$ cat src/qmspi_pkg.sv
// Package for the four-channel PI speed controller: payload beat types,
// register map, reset values and fixed-point constants.
// No dependencies.
package qmspi_pkg;

    // Input actions
    typedef enum logic [1:0] {
        ACT_PULSE = 2'd0,
        ACT_TICK  = 2'd1,
        ACT_BYTE  = 2'd2,
        ACT_NONE  = 2'd3
    } t_action;

    // Input beat
    typedef struct packed {
        t_action    action;
        logic [1:0] channel;
        logic [7:0] command_byte;
    } t_in;

    // Result beat
    typedef struct packed {
        logic [1:0]  motor;
        logic [15:0] duty;
        logic        forward;
        logic [7:0]  speed_code;
        logic        last;
    } t_out;

    // Register map, word index = paddr / 4
    localparam int CFG_ADDR_W = 5;
    typedef enum logic [2:0] {
        REG_SPEED_SCALE = 3'd0,
        REG_GAIN_NOW    = 3'd1,
        REG_GAIN_PREV   = 3'd2,
        REG_DUTY_MAX    = 3'd3,
        REG_FRAME_END   = 3'd4,
        REG_DIR_SPLIT   = 3'd5
    } t_reg;

    localparam logic [15:0] SPEED_SCALE_RST = 16'd1659;
    localparam logic [15:0] GAIN_NOW_RST    = 16'd100;
    localparam logic [15:0] GAIN_PREV_RST   = 16'hFFC4;   // -60
    localparam logic [15:0] DUTY_MAX_RST    = 16'd500;
    localparam logic [7:0]  FRAME_END_RST   = 8'd95;
    localparam logic [7:0]  DIR_SPLIT_RST   = 8'd50;

    // Datapath widths
    localparam int REF_W   = 19;   // largest reference is 255*0.02 rpm in Q16.16
    localparam int ERR_W   = 32;
    localparam int ACC_W   = 40;
    localparam int SPEED_W = 48;
    localparam int MUL_A_W = 33;
    localparam int MUL_B_W = 17;
    localparam int PROD_W  = MUL_A_W + MUL_B_W;
    localparam int SUM_W   = 51;

    // Telemetry: floor(floor(speed*100 / 2^16) / 2)
    localparam logic [16:0] CODE_MUL    = 17'd100;
    localparam int          CODE_SHIFT  = 17;
    localparam logic [8:0]  CODE_FWD    = 9'd50;

    // Reference rounding: (v*2^17 + 50) / 100 via reciprocal, exact below 2^30
    localparam logic [24:0] REF_ROUND   = 25'd50;
    localparam logic [25:0] REF_RECIP   = 26'd42949673;
    localparam int          REF_R_SHIFT = 32;

    function automatic logic [REF_W-1:0] ref_from_byte(input logic [7:0] v);
        logic [24:0] x;
        logic [50:0] p;
        x = {v, 17'd0} + REF_ROUND;
        p = 51'(x) * 51'(REF_RECIP);
        return p[REF_R_SHIFT +: REF_W];
    endfunction

endpackage

$ cat src/quad_motor_speed_pi_controller.sv
// Four-channel incremental PI motor speed controller, top level.
// Depends on qmspi_pkg (beat types, register map, constants).
// Pulse, command-byte and idle beats are taken one per cycle while no tick is running.
// A tick runs each channel through one shared 33x17 multiplier, stepping through
// states SPEED, ERR, GAIN, SUM, ACC and DUTY and then holding its result beat in
// OUT until it is taken; the result beat is registered on leaving DUTY.
// Input is stalled from tick accept until the last result beat is taken.
// Synchronous reset clears counts, PI state, references and frame state and
// restores the register defaults.
module quad_motor_speed_pi_controller #(
    parameter int CHANNELS   = 4,
    parameter int COUNT_BITS = 16
) (
    input  logic                                  i_clk,
    input  logic                                  i_rst_n,
    input  logic                                  i_valid,
    output logic                                  o_stall,
    input  qmspi_pkg::t_in                        i_in,
    output logic                                  o_valid,
    input  logic                                  i_stall,
    output qmspi_pkg::t_out                       o_out,
    input  logic                                  psel,
    input  logic                                  penable,
    input  logic                                  pwrite,
    input  logic [qmspi_pkg::CFG_ADDR_W-1:0]      paddr,
    input  logic [31:0]                           pwdata,
    output logic [31:0]                           prdata,
    output logic                                  pready
);

    localparam int                    CH_W       = (CHANNELS > 1) ? $clog2(CHANNELS) : 1;
    localparam logic [CH_W-1:0]       LAST_CH    = CH_W'(CHANNELS - 1);
    localparam logic [3:0]            FRAME_LEN  = 4'(CHANNELS + 1);
    localparam logic [3:0]            IDX_MAX    = 4'd15;
    localparam logic [COUNT_BITS-1:0] COUNT_MAX  = '1;

    typedef enum logic [2:0] {
        ST_IDLE, ST_SPEED, ST_ERR, ST_GAIN, ST_SUM, ST_ACC, ST_DUTY, ST_OUT
    } t_state;

    // Configuration registers
    logic [15:0] r_speed_scale;
    logic [15:0] r_gain_now;
    logic [15:0] r_gain_prev;
    logic [15:0] r_duty_max;
    logic [7:0]  r_frame_end;
    logic [7:0]  r_dir_split;

    // Per-channel state
    logic [COUNT_BITS-1:0]           r_count    [CHANNELS];
    logic [qmspi_pkg::ACC_W-1:0]     r_acc      [CHANNELS];
    logic [qmspi_pkg::ERR_W-1:0]     r_prev     [CHANNELS];
    logic [qmspi_pkg::REF_W-1:0]     r_ref      [CHANNELS];
    logic                            r_rev      [CHANNELS];
    logic [qmspi_pkg::REF_W-1:0]     r_pend_ref [CHANNELS];
    logic                            r_pend_rev [CHANNELS];
    logic [3:0]                      r_byte_idx;

    // Sequencer and result register
    t_state                          r_state;
    logic [CH_W-1:0]                 r_ch;
    logic                            r_out_valid;
    qmspi_pkg::t_out                 r_out;

    // Datapath registers
    logic signed [qmspi_pkg::PROD_W-1:0]  r_prod;
    logic [qmspi_pkg::ERR_W-1:0]          r_err;
    logic                                 r_big;
    logic [7:0]                           r_code;
    logic [qmspi_pkg::SUM_W-1:0]          r_sum;

    logic                                 in_accept;
    logic                                 cfg_wr;
    logic signed [qmspi_pkg::MUL_A_W-1:0] mul_a;
    logic signed [qmspi_pkg::MUL_B_W-1:0] mul_b;
    logic [qmspi_pkg::SPEED_W-1:0]        speed;
    logic [48:0]                          err_full;
    logic [qmspi_pkg::ERR_W-1:0]          err_sat;
    logic [21:0]                          code_base;
    logic [8:0]                           code_sum;
    logic [7:0]                           code_val;
    logic [qmspi_pkg::SUM_W:0]            acc_total;
    logic [qmspi_pkg::ACC_W-1:0]          acc_sat;
    logic [qmspi_pkg::ACC_W-1:0]          acc_cur;
    logic [22:0]                          duty_hi;
    logic [15:0]                          duty_val;
    logic                                 byte_rev;
    logic [7:0]                           byte_val;
    logic [3:0]                           idx_inc;

    assign in_accept = i_valid && (r_state == ST_IDLE);
    assign o_stall   = (r_state != ST_IDLE);
    assign o_valid   = r_out_valid;
    assign o_out     = r_out;
    assign pready    = 1'b1;
    assign cfg_wr    = psel && penable && pwrite;

    // Register writes
    always_ff @(posedge i_clk) begin
        if (!i_rst_n) begin
            r_speed_scale <= qmspi_pkg::SPEED_SCALE_RST;
            r_gain_now    <= qmspi_pkg::GAIN_NOW_RST;
            r_gain_prev   <= qmspi_pkg::GAIN_PREV_RST;
            r_duty_max    <= qmspi_pkg::DUTY_MAX_RST;
            r_frame_end   <= qmspi_pkg::FRAME_END_RST;
            r_dir_split   <= qmspi_pkg::DIR_SPLIT_RST;
        end else if (cfg_wr) begin
            unique case (qmspi_pkg::t_reg'(paddr[4:2]))
                qmspi_pkg::REG_SPEED_SCALE: r_speed_scale <= pwdata[15:0];
                qmspi_pkg::REG_GAIN_NOW:    r_gain_now    <= pwdata[15:0];
                qmspi_pkg::REG_GAIN_PREV:   r_gain_prev   <= pwdata[15:0];
                qmspi_pkg::REG_DUTY_MAX:    r_duty_max    <= pwdata[15:0];
                qmspi_pkg::REG_FRAME_END:   r_frame_end   <= pwdata[7:0];
                qmspi_pkg::REG_DIR_SPLIT:   r_dir_split   <= pwdata[7:0];
                default: ;
            endcase
        end
    end

    // Register reads
    always_comb begin
        unique case (qmspi_pkg::t_reg'(paddr[4:2]))
            qmspi_pkg::REG_SPEED_SCALE: prdata = {16'd0, r_speed_scale};
            qmspi_pkg::REG_GAIN_NOW:    prdata = {16'd0, r_gain_now};
            qmspi_pkg::REG_GAIN_PREV:   prdata = {16'd0, r_gain_prev};
            qmspi_pkg::REG_DUTY_MAX:    prdata = {16'd0, r_duty_max};
            qmspi_pkg::REG_FRAME_END:   prdata = {24'd0, r_frame_end};
            qmspi_pkg::REG_DIR_SPLIT:   prdata = {24'd0, r_dir_split};
            default:                    prdata = 32'd0;
        endcase
    end

    // Shared multiplier operand select
    always_comb begin
        case (r_state)
            ST_SPEED: begin
                mul_a = qmspi_pkg::MUL_A_W'(r_count[r_ch]);
                mul_b = {1'b0, r_speed_scale};
            end
            ST_ERR: begin
                mul_a = {1'b0, r_prod[31:0]};
                mul_b = qmspi_pkg::CODE_MUL;
            end
            ST_GAIN: begin
                mul_a = {r_err[31], r_err};
                mul_b = {r_gain_now[15], r_gain_now};
            end
            ST_SUM: begin
                mul_a = {r_prev[r_ch][31], r_prev[r_ch]};
                mul_b = {r_gain_prev[15], r_gain_prev};
            end
            default: begin
                mul_a = '0;
                mul_b = '0;
            end
        endcase
    end

    // Error: reference minus speed, clipped to 32-bit signed
    always_comb begin
        speed    = r_prod[qmspi_pkg::SPEED_W-1:0];
        err_full = {30'd0, r_ref[r_ch]} - {1'b0, speed};
        if (err_full[48:31] == '0 || err_full[48:31] == '1) begin
            err_sat = err_full[31:0];
        end else if (err_full[48]) begin
            err_sat = 32'h8000_0000;
        end else begin
            err_sat = 32'h7FFF_FFFF;
        end
    end

    // Telemetry byte from speed*100
    always_comb begin
        code_base = r_prod[qmspi_pkg::CODE_SHIFT +: 22];
        code_sum  = {1'b0, code_base[7:0]} + (r_rev[r_ch] ? 9'd0 : qmspi_pkg::CODE_FWD);
        if (r_big || (code_base[21:8] != '0) || code_sum[8]) begin
            code_val = 8'hFF;
        end else begin
            code_val = code_sum[7:0];
        end
    end

    // Second PI term added, then clipped to 40-bit signed
    always_comb begin
        acc_total = {r_sum[qmspi_pkg::SUM_W-1], r_sum}
                  + {{2{r_prod[qmspi_pkg::PROD_W-1]}}, r_prod};
        if (acc_total[51:39] == '0 || acc_total[51:39] == '1) begin
            acc_sat = acc_total[qmspi_pkg::ACC_W-1:0];
        end else if (acc_total[51]) begin
            acc_sat = {1'b1, 39'd0};
        end else begin
            acc_sat = {1'b0, {39{1'b1}}};
        end
    end

    // Duty: accumulator integer part, clamped, and zero when the reference is zero
    always_comb begin
        acc_cur = r_acc[r_ch];
        duty_hi = acc_cur[38:16];
        if (acc_cur[39] || (r_ref[r_ch] == '0)) begin
            duty_val = 16'd0;
        end else if (duty_hi > {7'd0, r_duty_max}) begin
            duty_val = r_duty_max;
        end else begin
            duty_val = duty_hi[15:0];
        end
    end

    // Command byte decode
    always_comb begin
        byte_rev = (i_in.command_byte < r_dir_split);
        byte_val = byte_rev ? i_in.command_byte : (i_in.command_byte - r_dir_split);
        idx_inc  = (r_byte_idx < IDX_MAX) ? (r_byte_idx + 4'd1) : r_byte_idx;
    end

    // Datapath registers
    always_ff @(posedge i_clk) begin
        r_prod <= mul_a * mul_b;
        if (r_state == ST_ERR) begin
            r_err <= err_sat;
            r_big <= |speed[47:32];
        end
        if (r_state == ST_GAIN) begin
            r_code <= code_val;
        end
        if (r_state == ST_SUM) begin
            r_sum <= {{11{r_acc[r_ch][39]}}, r_acc[r_ch]}
                   + {r_prod[qmspi_pkg::PROD_W-1], r_prod};
        end
    end

    // Channel state: pulse counts, PI state, frame handling
    always_ff @(posedge i_clk) begin
        if (!i_rst_n) begin
            for (int k = 0; k < CHANNELS; k++) begin
                r_count[k]    <= '0;
                r_acc[k]      <= '0;
                r_prev[k]     <= '0;
                r_ref[k]      <= '0;
                r_rev[k]      <= 1'b0;
                r_pend_ref[k] <= '0;
                r_pend_rev[k] <= 1'b0;
            end
            r_byte_idx <= 4'd0;
        end else begin
            if (in_accept && i_in.action == qmspi_pkg::ACT_PULSE) begin
                for (int k = 0; k < CHANNELS; k++) begin
                    if (32'(i_in.channel) == k && r_count[k] != COUNT_MAX) begin
                        r_count[k] <= r_count[k] + 1'b1;
                    end
                end
            end
            if (in_accept && i_in.action == qmspi_pkg::ACT_BYTE) begin
                if (32'(r_byte_idx) < CHANNELS) begin
                    r_pend_ref[r_byte_idx[CH_W-1:0]] <= qmspi_pkg::ref_from_byte(byte_val);
                    r_pend_rev[r_byte_idx[CH_W-1:0]] <= byte_rev;
                end
                if (i_in.command_byte == r_frame_end) begin
                    // commit only a full frame; pending slot was not touched this beat
                    if (idx_inc == FRAME_LEN) begin
                        for (int k = 0; k < CHANNELS; k++) begin
                            r_ref[k] <= r_pend_ref[k];
                            r_rev[k] <= r_pend_rev[k];
                        end
                    end
                    r_byte_idx <= 4'd0;
                end else begin
                    r_byte_idx <= idx_inc;
                end
            end
            if (r_state == ST_SPEED) begin
                r_count[r_ch] <= '0;
            end
            if (r_state == ST_ACC) begin
                r_acc[r_ch]  <= acc_sat;
                r_prev[r_ch] <= r_err;
            end
        end
    end

    // Tick sequencer and result beat
    always_ff @(posedge i_clk) begin
        if (!i_rst_n) begin
            r_state     <= ST_IDLE;
            r_ch        <= '0;
            r_out_valid <= 1'b0;
        end else begin
            unique case (r_state)
                ST_IDLE: begin
                    if (in_accept && i_in.action == qmspi_pkg::ACT_TICK) begin
                        r_ch    <= '0;
                        r_state <= ST_SPEED;
                    end
                end
                ST_SPEED: r_state <= ST_ERR;
                ST_ERR:   r_state <= ST_GAIN;
                ST_GAIN:  r_state <= ST_SUM;
                ST_SUM:   r_state <= ST_ACC;
                ST_ACC:   r_state <= ST_DUTY;
                ST_DUTY: begin
                    r_out.motor      <= 2'(r_ch);
                    r_out.duty       <= duty_val;
                    r_out.forward    <= !r_rev[r_ch];
                    r_out.speed_code <= r_code;
                    r_out.last       <= (r_ch == LAST_CH);
                    r_out_valid      <= 1'b1;
                    r_state          <= ST_OUT;
                end
                ST_OUT: begin
                    if (!i_stall) begin
                        r_out_valid <= 1'b0;
                        if (r_ch == LAST_CH) begin
                            r_ch    <= '0;
                            r_state <= ST_IDLE;
                        end else begin
                            r_ch    <= r_ch + 1'b1;
                            r_state <= ST_SPEED;
                        end
                    end
                end
                default: r_state <= ST_IDLE;
            endcase
        end
    end

    // Checks
    a_valid_in_out: assert property (@(posedge i_clk) disable iff (!i_rst_n)
        r_out_valid |-> (r_state == ST_OUT))
        else $error("result valid outside output state");

    a_last_ends_tick: assert property (@(posedge i_clk) disable iff (!i_rst_n)
        (r_out_valid && !i_stall && r_out.last) |=> (r_state == ST_IDLE))
        else $error("tick did not end after last beat");

    a_count_cleared: assert property (@(posedge i_clk) disable iff (!i_rst_n)
        (r_state == ST_SPEED) |=> (r_count[r_ch] == '0))
        else $error("pulse count not cleared by tick");

    a_duty_clamped: assert property (@(posedge i_clk) disable iff (!i_rst_n)
        r_out_valid |-> (r_out.duty <= r_duty_max))
        else $error("duty above clamp");

endmodule
$ cat config.mk
export PLATFORM = sky130hd
export DESIGN_NAME = quad_motor_speed_pi_controller
export DESIGN_NICKNAME = d
export VERILOG_FILES = /design/src/qmspi_pkg.sv /design/src/quad_motor_speed_pi_controller.sv
export SDC_FILE = /design/constraint.sdc
export NUM_CORES = 2
export LEC_CHECK = 0
export BUFFER_PORTS_ARGS = -buffer_cell sky130_fd_sc_hd__buf_2
export CAP_MARGIN = 20
export CELL_PAD_IN_SITES_DETAIL_PLACEMENT = 1
export CELL_PAD_IN_SITES_GLOBAL_PLACEMENT = 2
export CORE_MARGIN = 5
export CORE_UTILIZATION = 46
export DETAILED_ROUTE_END_ITERATION = 10
export GPL_TIMING_DRIVEN = 1
export PLACE_DENSITY = 0.86
export SETUP_SLACK_MARGIN = 0.3
export SYNTH_ARGS = -nofsm -noshare
export SYNTH_HDL_FRONTEND = slang
export SYNTH_SLANG_ARGS = --single-unit
$ cat constraint.sdc
create_clock -name i_clk -period 19.6 [get_ports i_clk]
set_input_delay 0.98 -clock i_clk [delete_from_list [all_inputs] [get_ports i_clk]]
set_output_delay 0.98 -clock i_clk [all_outputs]
set_load 0.02 [all_outputs]
## After elaboration in Yosys (flattened, before gate mapping)

Memory sizes are Yosys's and may differ from the RTL's. A register that Yosys moved wholly into a read port is not among the register bits.
Index checks and enable logic that the tools add are counted.
W data, S select, Z words.

| operators by class | value |
|---|---|
| $add $sub $neg | 12 |
| multipliers | 2 |
| magnitude comparators | 4 |
| equality and inequality tests | 28 |
| mux-type cells | 91 |
| bitwise logic cells | 12 |
| reductions and logical operators | 43 |

Operators with widths:

| cell | number |
|---|---|
| $pmux W33 S4 | 1 |
| $mux W40 | 3 |
| $mux W16 | 6 |
| $mux W32 | 3 |
| $pmux W16 S6 | 1 |
| $mux W19 | 5 |
| $pmux W17 S4 | 1 |
| $add A16 B1 Y16 const B | 4 |
| $ne A16 B16 Y1 const B | 4 |
| $add A51 B50 Y52 | 1 |
| $add A40 B50 Y51 | 1 |
| $mul A25 B26 Y51 const B | 1 |
| $mul A33 B17 Y50 | 1 |
| $sub A19 B48 Y49 | 1 |
| $mux W1 | 44 |
| $reduce_or A40 Y1 | 1 |
| $mux W2 | 18 |
| $reduce_or A16 Y1 | 2 |
| $reduce_or A32 Y1 | 1 |
| $add A25 B6 Y25 const B | 1 |
| $pmux W3 S8 | 1 |
| $gt A23 B16 Y1 | 1 |
| $logic_not A19 Y1 | 1 |
| $reduce_or A19 Y1 | 1 |
| other kinds (38) | 88 |

| word-level totals | value |
|---|---|
| bits in registers | 260 |
| bits in writable memories | 512 |
| input bits | 56 |
| output and inout bits | 63 |
| word-level logic and storage cells | 219 |
| memories kept | 7 |

Memory list:

| memory | depth | width | rd ports | clocked after memory_dff | wr ports | line | source |
|---|---|---|---|---|---|---|---|
| r_acc | 4 | 40 | 1 | 1 | 4 | quad_motor_speed_pi_controller.sv:51 | `logic [qmspi_pkg::ACC_W-1:0] r_acc [CHANNELS];` |
| r_prev | 4 | 32 | 1 | 1 | 4 | quad_motor_speed_pi_controller.sv:52 | `logic [qmspi_pkg::ERR_W-1:0] r_prev [CHANNELS];` |
| r_pend_ref | 4 | 19 | 4 | 0 | 4 | quad_motor_speed_pi_controller.sv:55 | `logic [qmspi_pkg::REF_W-1:0] r_pend_ref [CHANNELS];` |
| r_ref | 4 | 19 | 1 | 1 | 4 | quad_motor_speed_pi_controller.sv:53 | `logic [qmspi_pkg::REF_W-1:0] r_ref [CHANNELS];` |
| r_count | 4 | 16 | 5 | 1 | 4 | quad_motor_speed_pi_controller.sv:50 | `logic [COUNT_BITS-1:0] r_count [CHANNELS];` |
| r_pend_rev | 4 | 1 | 4 | 0 | 4 | quad_motor_speed_pi_controller.sv:56 | `logic r_pend_rev [CHANNELS];` |
| 1 more memories | n/a | n/a | n/a | n/a | n/a | n/a |  |

## Longest topological paths before layout

| depth | value |
|---|---|
| depth after elaboration | 9 |
| depth in mapped cells | 35 |
| gate-level depth less buffers | 34 |

## Worst setup path before layout

No wires, ideal clock.

| timing | value |
|---|---|
| path kind | register -> register |
| start | register (tool-made name) |
| end | register r_prod[49] (netlist name) |
| data arrival time | 9.144 ns |
| setup slack | 10.321 ns |
| cell stages (with the launch flop) | 34 |
| path buffers | 6 |
| clock period less this slack | 9.279 ns |
| cells stage by stage | dfxtp_1 -> clkbuf_1 -> buf_2 -> buf_1 -> clkbuf_1 -> buf_1 -> mux2i_1 -> nor2_1 -> a21oi_1 -> o22a_1 -> clkbuf_1 -> nor2_1 -> fa_1 -> inv_1 -> fa_1 -> fa_1 -> inv_1 -> fa_1 -> fa_1 -> inv_1 -> fa_1 -> inv_1 -> ha_1 -> and2_1 -> a221o_1 -> nor3_1 -> a211o_1 -> a211oi_1 -> o41ai_1 -> o2111ai_1 -> nand2_1 -> nor3_1 -> a2111oi_0 -> xnor2_1 |

RTL lines:

| what | line | source |
|---|---|---|
| end signal: assignment | quad_motor_speed_pi_controller.sv:218 | `r_prod <= mul_a * mul_b;` |
| end: declaration | quad_motor_speed_pi_controller.sv:66 | `logic signed [qmspi_pkg::PROD_W-1:0] r_prod;` |

## Final worst setup path

| timing | value |
|---|---|
| start | register r_state[1] |
| end | register r_prod[49] (netlist name) |

| on the way | value |
|---|---|
| word-level cells in the longest chain between the ends | 3 |
| elaborated cells between the ends (all ways) | 7 |
| those cells by class | 1 x mul; 4 x eq/ne; 2 x mux |

Ends and longest elaborated chain:

| what | line | source |
|---|---|---|
| start: declaration | quad_motor_speed_pi_controller.sv:60 | `t_state r_state;` |
| start signal: assignment | quad_motor_speed_pi_controller.sv:284 | `r_state <= ST_IDLE;` |
| start signal: assignment | quad_motor_speed_pi_controller.sv:292 | `r_state <= ST_SPEED;` |
| start signal: assignment | quad_motor_speed_pi_controller.sv:295 | `ST_SPEED: r_state <= ST_ERR;` |
| $eq A3 B3 Y1, or another cell as far along | quad_motor_speed_pi_controller.sv:135 | `case (r_state)` |
| $pmux W33 S4 or $pmux W17 S4 (tied branches) | quad_motor_speed_pi_controller.sv:135 |  |
| $mul A33 B17 Y50 (*) | quad_motor_speed_pi_controller.sv:218 |  |

Every way passes the cells marked *; elsewhere a longest branch is shown, timed or not.
A chain may end at the register's enable or synchronous reset.

==> flow_summary.toml <==
[run_status]
status = "finished, final reports clean"

[die]
die_area_mm2 = 0.147
core_area_mm2 = 0.139
die_h_um = 383
rows = 137
chipWidth_um = 383
ios = 119
start_util_pct = 46.1

[clock_network]
postCtsSetupBuffers = 0
cts_inserted_buffers = 87
htreeDepth = 3
hold_buffers = 0
clk_pin_slew_ns = 0.06
cts.sinks = 774
clkLatencyLatePin_ns = 0.71
max-clock-path-buffers = 3
cts_resized = 0
root_buffer = "clkbuf_16"
cts_tree = "built"

[yosys]
synthCells = 6408
synthDistinctLibCells = 89
avgSynthCellArea_um2 = 9.99
synth_edf_count = 562
netlist_area_mm2 = 0.0640
ys_ff_latch = 774
yosysTopAreaCellShare_pct = 26.3
synth-main-ff-cell = "edfxtp_1"
yosysWarnings = 0
yosys.area.top_type = "edfxtp_1"
yosysSeqAreaShare_pct = 33.0
ys_top_cells_by_area = "edfxtp_1 (26%), fa_1 (18%), ha_1 (8.7%)"
async_flop_share_pct = 0

[worst_setup_path]
critPathMostFrequentCell = "fa_1"
crit_type = "reg2reg"
cp.arrival_ns = 11.64
worst_path_max_delay_cell = "o41ai_1"
crit_path_end_kind = "register"
critical-path-max-stage-delay_ns = 0.88
crit_required_ns = 20.14
cp-start-kind = "register"
worstPathMaxFanout = 51

[pwr]
peakVddDrop_mv = 0.314
power_density_mw_per_mm2 = 83.3
leakage_uw = 0.0305
total_power_uw = 5770

[global_routing]
grt_pass1_vias = 52300
grt_pass1_wl_mm = 315
grt_max_degree = 83
grt.overflow.total = 0
grt_use_total_pct = 27.9
antenna_found_initial = 6

[placed_design]
dp_hpwl_mm = 156
port_buffers = 83
gp_congestion = 0.933
dp.cells = 8151

[detailed_routing]
wl_per_cell_um = 24.6
vias = 48500
vias_per_cell = 5.83
ant_nets = 0
drt-initial-drc-count = 3330
dr.pass1.iters = 7
routed_wl_mm = 205
route.detailed.drc = 0

[timing]
rsz0062_at_grt = "false"
fin_setup_tns_ns = 0
finalHoldViolations = 0
setup_violations = 0
max_freq_mhz = 90.1
tightest_slew_ns = 1.15
fin_worst_skew_ns = 0.0482
period_share_pct = 56.6
min_period_ns = 11.10
maxSlewViolCount = 0
relSlewSlack_pct = 23.5

[layout]
layout_commonest_cell = "inv_1"
fin_cells = 8317
nets = 7447
final_cell_mix = "inv_1 (769), nor2_1 (660), fa_1 (579)"
area_growth_pct = 8.19
layout-drive-gt1-share_pct = 7.94

[hold_path]
hp-class = "reg2reg"

[job]
drv_cap = 0
## report_power, final
part	total, µW	switching, µW	leakage, µW	internal [µW]
clock network	1630	706	0.00136	923
registers	1870	34.8	0.00738	1830
logic	2270	1500	0.0217	775
total	5770	2240	0.0305	3530
## logic make-up after synthesis
group	count (synthesis)	share of synthesized area, %
XOR/XNOR	238	3.25
multiplexers	225	5.38
adder cells (fa/ha/maj)	1023	26.8
buffers and inverters	1096	6.68
other	2	0.0117
AO/OA/AOI/OAI	1096	10.8
flip-flops	774	33.0
AND/OR/NAND/NOR	1954	14.1
## critical path, delay by kind of cell (launching register included)
family	cells	cell delay, ns
AO/OA/AOI/OAI	9	3.39
flip-flops	1	0.31
AND/OR/NAND/NOR	7	1.29
buffers and inverters	8	2.36
adder cells (fa/ha/maj)	7	3.32
XOR/XNOR	1	0.13
## state kept, by name, summed over array words and instances (netlist names), 2 cells and up, named ones only
name / flops
r_code: 8
r_pend_rev: 4
r_state: 3
r_frame_end: 8
r_dir_split: 8
r_rev: 4
r_pend_ref: 76
r_err: 32
r_duty_max: 16
r_ch: 2
r_count: 64
r_gain_prev: 16
r_ref: 76
r_prod: 50
r_byte_idx: 4
r_speed_scale: 16
r_acc: 160
r_gain_now: 16
r_sum: 51
o_out: 28
r_prev: 128
## layer usage
| layer | global-route usage, % | up-vias | part of all wire (%) |
|---|---|---|---|
| met5 | 0 | - | 0.0063 |
| met1 | 37.6 | 25200 | 43 |
| met3 | 2.83 | 297 | 5.1 |
| met2 | 47.8 | 1324 | 49 |
| li1 | - | 21700 | - |
| met4 | 8.50 | 2 | 3.1 |
## Yosys cell counts (97+ instances only)
cell type  number
xnor2_1       116
nand3_1       103
a21oi_1       424
nor2_1        664
inv_1         770
xor2_1        122
clkbuf_1      242
a21o_1        105
nand2_1       553
edfxtp_1      562
and3_1        151
o21ai_0       166
mux2i_1        97
ha_1          444
fa_1          579
dfxtp_1       212
and2_1        129
## area by class of cell
class | count | area [µm²]
diodes | 2 | 5.00
clock buffers | 115 | 2360
clock inverters | 45 | 434
fillers | 15400 | 69700
inverters | 773 | 2900
multi-input cells | 4553 | 38900
flip-flops and latches | 774 | 21100
well taps | 1876 | 2350
repair buffers | 179 | 1180
## path summary, 6_finish.rpt
path,start,end,slack [ns],cells past startpoint
setup / recovery,r_state[1]$_SDFFE_PN0P_,r_prod[49]$_DFF_P_,8.50,32
hold reg to reg,r_code[7]$_SDFFCE_PP1N_,o_out[8]$_DFFE_PP_,0.43,0
hold / removal,r_code[7]$_SDFFCE_PP1N_,o_out[8]$_DFFE_PP_,0.43,0
setup reg to reg,r_state[1]$_SDFFE_PN0P_,r_prod[49]$_DFF_P_,8.50,32
## per-stage QoR
stage               setup WS, ns  util (%)  hold slack, ns  area [µm²]
finish                      8.50      49.8           0.426       69300
global route                7.98      49.8           0.432       69300
CTS                         8.55      49.8           0.429       69200
detailed placement          8.63      47.8           0.412       66400
global placement            8.78      47.8           0.410       66400
floorplan                  10.32         -           0.400       64100
No activity file was read; power rests on OpenSTA's default activity.
